File: src/sv/etf_pkg.sv
`timescale 1ns / 1ps
// Shared types and constants for the escape-time fractal pixel block.
// Used by etf_ctrl, etf_datapath and the top level; no dependencies.
package etf_pkg;

  localparam int COORD_BITS_DEF = 32;
  localparam int FRAC_BITS_DEF  = 28;
  localparam int COUNT_BITS_DEF = 16;

  // configuration register indexes
  localparam int CFG_IDX_W = 3;
  localparam logic [CFG_IDX_W-1:0] REG_MAX_ITER  = 3'd0;
  localparam logic [CFG_IDX_W-1:0] REG_VARIANT   = 3'd1;
  localparam logic [CFG_IDX_W-1:0] REG_JULIA_RE  = 3'd2;
  localparam logic [CFG_IDX_W-1:0] REG_JULIA_IM  = 3'd3;
  localparam logic [CFG_IDX_W-1:0] REG_RED_OFS   = 3'd4;
  localparam logic [CFG_IDX_W-1:0] REG_GREEN_OFS = 3'd5;
  localparam logic [CFG_IDX_W-1:0] REG_BLUE_OFS  = 3'd6;

  typedef enum logic [1:0] {
    VAR_MANDELBROT,
    VAR_BURNING_SHIP,
    VAR_TRICORN,
    VAR_JULIA
  } variant_t;

  // colour ramp: t in Q0.TFRAC
  localparam int TFRAC      = 16;
  localparam int GAIN_W     = 12;
  localparam int RED_GAIN   = 1800;
  localparam int GREEN_GAIN = 3300;
  localparam int BLUE_GAIN  = 3995;

  // sequencing
  localparam int MUL_STEPS  = 4;      // half-width partial products per iteration
  localparam int DIV_STEPS  = TFRAC;  // one quotient bit per cycle
  localparam int STEP_CNT_W = 5;

  typedef struct packed {
    logic       load_item;
    logic       clr_acc;
    logic       issue;
    logic [1:0] step;
    logic       accum;
    logic       eval;
    logic       update;
    logic       div_init;
    logic       div_step;
    logic       col1;
    logic       col2;
    logic       col3;
    logic       load_out;
  } etf_cmd_t;

  typedef struct packed {
    logic at_limit;
    logic escaped;
  } etf_stat_t;

endpackage

File: src/sv/etf_ctrl.sv
`timescale 1ns / 1ps
// Controller of the escape-time fractal pixel block: sequences iterations,
// partial products, the t divider and the colour stages. Uses etf_pkg.
module etf_ctrl (
  input  logic                clk,
  input  logic                rst_n,
  input  logic                in_valid,
  output logic                in_stall,
  output logic                out_valid,
  input  logic                out_stall,
  input  etf_pkg::etf_stat_t  stat,
  output etf_pkg::etf_cmd_t   cmd
);

  typedef enum logic [3:0] {
    S_IDLE,
    S_TEST,
    S_MUL,
    S_EVAL,
    S_UPD,
    S_DIV,
    S_COL1,
    S_COL2,
    S_COL3,
    S_DONE
  } state_t;

  state_t                             state_r, state_nxt;
  logic [etf_pkg::STEP_CNT_W-1:0]     cnt_r, cnt_nxt;
  logic                               out_valid_r, out_valid_nxt;

  assign in_stall  = (state_r != S_IDLE);
  assign out_valid = out_valid_r;

  always_comb begin
    state_nxt     = state_r;
    cnt_nxt       = cnt_r;
    out_valid_nxt = out_valid_r;
    cmd           = '0;
    if (out_valid_r && !out_stall) begin
      out_valid_nxt = 1'b0;
    end
    case (state_r)
      S_IDLE: begin
        if (in_valid) begin
          cmd.load_item = 1'b1;
          state_nxt     = S_TEST;
        end
      end
      S_TEST: begin
        cnt_nxt = '0;
        if (stat.at_limit) begin
          state_nxt = S_DONE;
        end else begin
          state_nxt = S_MUL;
        end
      end
      S_MUL: begin
        // issue product k while the one before is summed in
        cmd.clr_acc = (cnt_r == '0);
        cmd.issue   = (cnt_r < etf_pkg::STEP_CNT_W'(etf_pkg::MUL_STEPS));
        cmd.step    = cnt_r[1:0];
        cmd.accum   = (cnt_r != '0);
        if (cnt_r == etf_pkg::STEP_CNT_W'(etf_pkg::MUL_STEPS)) begin
          cnt_nxt   = '0;
          state_nxt = S_EVAL;
        end else begin
          cnt_nxt = cnt_r + 1'b1;
        end
      end
      S_EVAL: begin
        cmd.eval  = 1'b1;
        state_nxt = S_UPD;
      end
      S_UPD: begin
        if (stat.escaped) begin
          cmd.div_init = 1'b1;
          cnt_nxt      = '0;
          state_nxt    = S_DIV;
        end else begin
          cmd.update = 1'b1;
          state_nxt  = S_TEST;
        end
      end
      S_DIV: begin
        cmd.div_step = 1'b1;
        if (cnt_r == etf_pkg::STEP_CNT_W'(etf_pkg::DIV_STEPS - 1)) begin
          cnt_nxt   = '0;
          state_nxt = S_COL1;
        end else begin
          cnt_nxt = cnt_r + 1'b1;
        end
      end
      S_COL1: begin
        cmd.col1  = 1'b1;
        state_nxt = S_COL2;
      end
      S_COL2: begin
        cmd.col2  = 1'b1;
        state_nxt = S_COL3;
      end
      S_COL3: begin
        cmd.col3  = 1'b1;
        state_nxt = S_DONE;
      end
      S_DONE: begin
        // hold until the output register is free
        if (!out_valid_r || !out_stall) begin
          cmd.load_out  = 1'b1;
          out_valid_nxt = 1'b1;
          state_nxt     = S_IDLE;
        end
      end
      default: begin
        state_nxt = S_IDLE;
      end
    endcase
  end

  always_ff @(posedge clk) begin
    if (!rst_n) begin
      state_r     <= S_IDLE;
      cnt_r       <= '0;
      out_valid_r <= 1'b0;
    end else begin
      state_r     <= state_nxt;
      cnt_r       <= cnt_nxt;
      out_valid_r <= out_valid_nxt;
    end
  end

endmodule

File: config.mk
export PLATFORM = sky130hd
export DESIGN_NAME = etf_ctrl
export DESIGN_NICKNAME = d
export VERILOG_FILES = /design/src/sv/etf_pkg.sv /design/src/sv/etf_ctrl.sv
export SDC_FILE = /design/constraint.sdc
export NUM_CORES = 1
export LEC_CHECK = 0
export BUFFER_PORTS_ARGS = -buffer_cell sky130_fd_sc_hd__buf_2
export CORE_MARGIN = 4
export CORE_UTILIZATION = 57
export CTS_BUF_LIST = sky130_fd_sc_hd__clkbuf_2 sky130_fd_sc_hd__clkbuf_4 sky130_fd_sc_hd__clkbuf_8
export CTS_CLUSTER_DIAMETER = 60
export DETAILED_ROUTE_END_ITERATION = 7
export GPL_TIMING_DRIVEN = 0
export PLACE_DENSITY = 0.86
export SLEW_MARGIN = 20
export SYNTH_ARGS = -nofsm -noshare
export SYNTH_HDL_FRONTEND = slang
export SYNTH_SLANG_ARGS = --single-unit
File: constraint.sdc
create_clock -name clk -period 4 [get_ports clk]
set_clock_uncertainty 0.15 [all_clocks]
set_input_delay 0.8 -clock clk [delete_from_list [all_inputs] [get_ports clk]]
set_output_delay 0.8 -clock clk [all_outputs]
set_load 0.01 [all_outputs]
==> flow_metrics.env <==
export IMPL_num_rows=13
export IMPL_critPathCaptureType="output port"
export IMPL_ioPinCount=22
export IMPL_track_usage_pct=18.49
export IMPL_dp_hpwl_um=1377
export IMPL_timing_final_crit_period_ns=2.666
export IMPL_slew_headroom_pct=72.68
export IMPL_layout_drive_gt1_share_pct=24.41
export IMPL_criticalPathCategory="flop to output port"
export IMPL_post_cts_buffers=0
export IMPL_power_density_nw_per_um2=416.9
export IMPL_ys_seq_area_share_pct=25.28
export IMPL_netlist_area_sq_um=792.0
export IMPL_yosysWarnings=0
export IMPL_worstPathRequired_ns=3.05
export IMPL_finalCritPeriodShare_pct=66.65
export IMPL_vdd_drop_max_mv=0.2498
export IMPL_cts_sinks=10
export IMPL_setup_tns_ns=0
export IMPL_power_frac_seq_pct=33.8
export IMPL_path_max_fanout=10
export IMPL_async_reset_ff_share_pct=0
export IMPL_routedWlPerCell_um=12.46
export IMPL_place_gp_congestion=0.7861
export IMPL_cts_hold_repair_buffers=0
export IMPL_antenna_left=0
export IMPL_cp_cell_sequence="or4b_4 -> buf_6 -> nor4_1 -> buf_2"
export IMPL_p_int_w=0.0002325
export IMPL_fmax_mhz=375.1
export IMPL_place_inst=139
export IMPL_setup_violations_final=0
export IMPL_multi_input_area_sq_um=530.5
export IMPL_pre_cts_ws_ns=1.641
export IMPL_insertion_delay_ns=0.27
export IMPL_p_sw_w=0.0001587
export IMPL_critPathArrivalTime_ns=1.72
export IMPL_slowest_stage="or4b_4"
export IMPL_n_antenna_cell=0
export IMPL_clk_path_buf_depth=2
export IMPL_hold_viol_final=0
export IMPL_drc=0
export IMPL_cts_root_buffer="clkbuf_4"
export IMPL_num_fill_cells=111
export IMPL_combinationalPowerShare_pct=47.9
export IMPL_via_per_inst=5.782
export IMPL_yosysTopAreaCellShare_pct=25.28
export IMPL_core_area_sq_um=1301
export IMPL_synth_edf_count=0
export IMPL_die_x_um=45.28
export IMPL_yosysUniqueCellTypes=41
export IMPL_fin_ws_ns=1.334
export IMPL_area_growth_syn_to_layout_pct=18.48
export IMPL_critPathLaunchType="flop"
export IMPL_ys_ff_latch=10
export IMPL_slew_viol_final=0
export IMPL_cpPeakStageDelay_ns=0.53
export IMPL_wl_um=1769
export IMPL_hp_class="flop to flop"
export IMPL_post_cts_resized=0
export IMPL_clkSlewWorstSetupHoldPaths_ns=0.07
export IMPL_drt_iter0_markers=10
export IMPL_cts_buffers=3
export IMPL_die_y_um=45.28
export IMPL_syn_nets=113
export IMPL_grt_pass1_vias=726
export IMPL_syn_area_per_cell_sq_um=7.689
export IMPL_synthTopCellsByArea="dfxtp_1, ha_1, nor2_1"
export IMPL_status="completed"
export IMPL_tightestPinTransition_ns=0.4099
export IMPL_synth_common_cells="nor2_1, dfxtp_1, nand2_1"
export IMPL_ys_flop_type="dfxtp_1"
export IMPL_io_buffers=21
export IMPL_overflow=0
export IMPL_utilization_pct=72.12
export IMPL_yosys_area_top_type="dfxtp_1"
export IMPL_rsz0062_at_grt="no"
export IMPL_regArea_sq_um=200.2
export IMPL_h_tree_depth=1
export IMPL_antenna_found_initial=0
export IMPL_netlist_instances=103
export IMPL_clock_power_share_pct=18.3
export IMPL_grt_pass1_wl_um=2884
export IMPL_vias=821
export IMPL_yosysMostFrequentCell="nor2_1"
export IMPL_nets=139
export IMPL_p_total_w=0.0003912
export IMPL_switching_share_pct=40.56
export IMPL_design_die_area_sq_um=2050
export IMPL_p_leak_nw=0.4269
export IMPL_cts_tree="done"
export IMPL_instances_no_fill=142
export IMPL_drv_cap=0
export IMPL_initial_core_util_pct=60.87
export IMPL_dr_pass1_iters=3
export IMPL_grt_max_degree=11
## state kept, by name, indices dropped and copies added, names as in the netlist
register,flops
cnt_r,5
state_r,4
out_valid,1
## critical path, delay by kind of cell (launching register included)
kind | cells | cell delay [ns]
buf+inv | 2 | 0.33
simple gates | 2 | 0.73
flops | 1 | 0.38
## power by group through the flow
stage	registers [W]	clock network [W]	logic, W
6_report	0.000132	0.0000717	0.000187
4_1_cts	0.000131	0.0000712	0.000189
3_5_place_dp	0.000133	0	0.000188
2_1_floorplan	0.000129	0	0.000143
5_1_grt	0.000135	0.0000757	0.000210
3_3_place_gp	0.000133	0	0.000182
## kinds of logic after synthesis
kind of cell	after synthesis	share of synthesized area (%)
adder cells (fa/ha/maj)	4	6.319
flip-flops	10	25.28
XOR/XNOR	2	2.212
AND/OR/NAND/NOR	50	37.60
AO/OA/AOI/OAI	23	20.85
buffers and inverters	14	7.741
## routing by layer
| metal | up-vias | routed length (um) | track usage, % |
|---|---|---|---|
| met4 | 0 | 28 | 8.187 |
| met3 | 4 | 79 | 2.390 |
| li1 | 417 | - | - |
| met2 | 19 | 871 | 33.33 |
| met1 | 381 | 790 | 21.34 |
| met5 | - | 0 | 0 |
## cells in the final DEF (no fill, tap or decap), types with 3 or more instances in the layout
| master | instances |
|---|---|
| a21oi_1 | 3 |
| buf_2 | 22 |
| clkbuf_1 | 5 |
| clkbuf_4 | 3 |
| dfxtp_1 | 10 |
| ha_1 | 4 |
| inv_1 | 7 |
| nand2_1 | 10 |
| nand2b_1 | 5 |
| nand3_1 | 4 |
| nor2_1 | 11 |
| o21ai_1 | 5 |
## layout make-up
| type | count | share of cell area [%] |
|---|---|---|
| repair buffers | 21 | 11.20 |
| inverters | 7 | 2.800 |
| multi-input cells | 79 | 56.53 |
| plain buffers | 7 | 3.733 |
| clock buffers | 3 | 2.400 |
| well taps | 15 | 2.000 |
| flip-flops and latches | 10 | 21.33 |
## worst paths after layout
kind	start	end	slack, ns	cells past startpoint
setup / recovery	state_r[0]	cmd[12]	1.33	4
hold / removal	cnt_r[1]	cnt_r[1]	0.35	2
setup reg to reg	cnt_r[0]	state_r[3]	2.03	7
hold reg to reg	cnt_r[1]	cnt_r[1]	0.35	2
## metrics by stage
step                cell area (sq um)  hold slack [ns]
finish                          938.4           0.3506
global route                    938.4           0.3703
CTS                             938.4           0.3517
detailed placement              915.9           0.3423
global placement                915.9           0.3243
floorplan                       792.0           0.3083
Note: power is estimated with default switching activity, not from simulation.
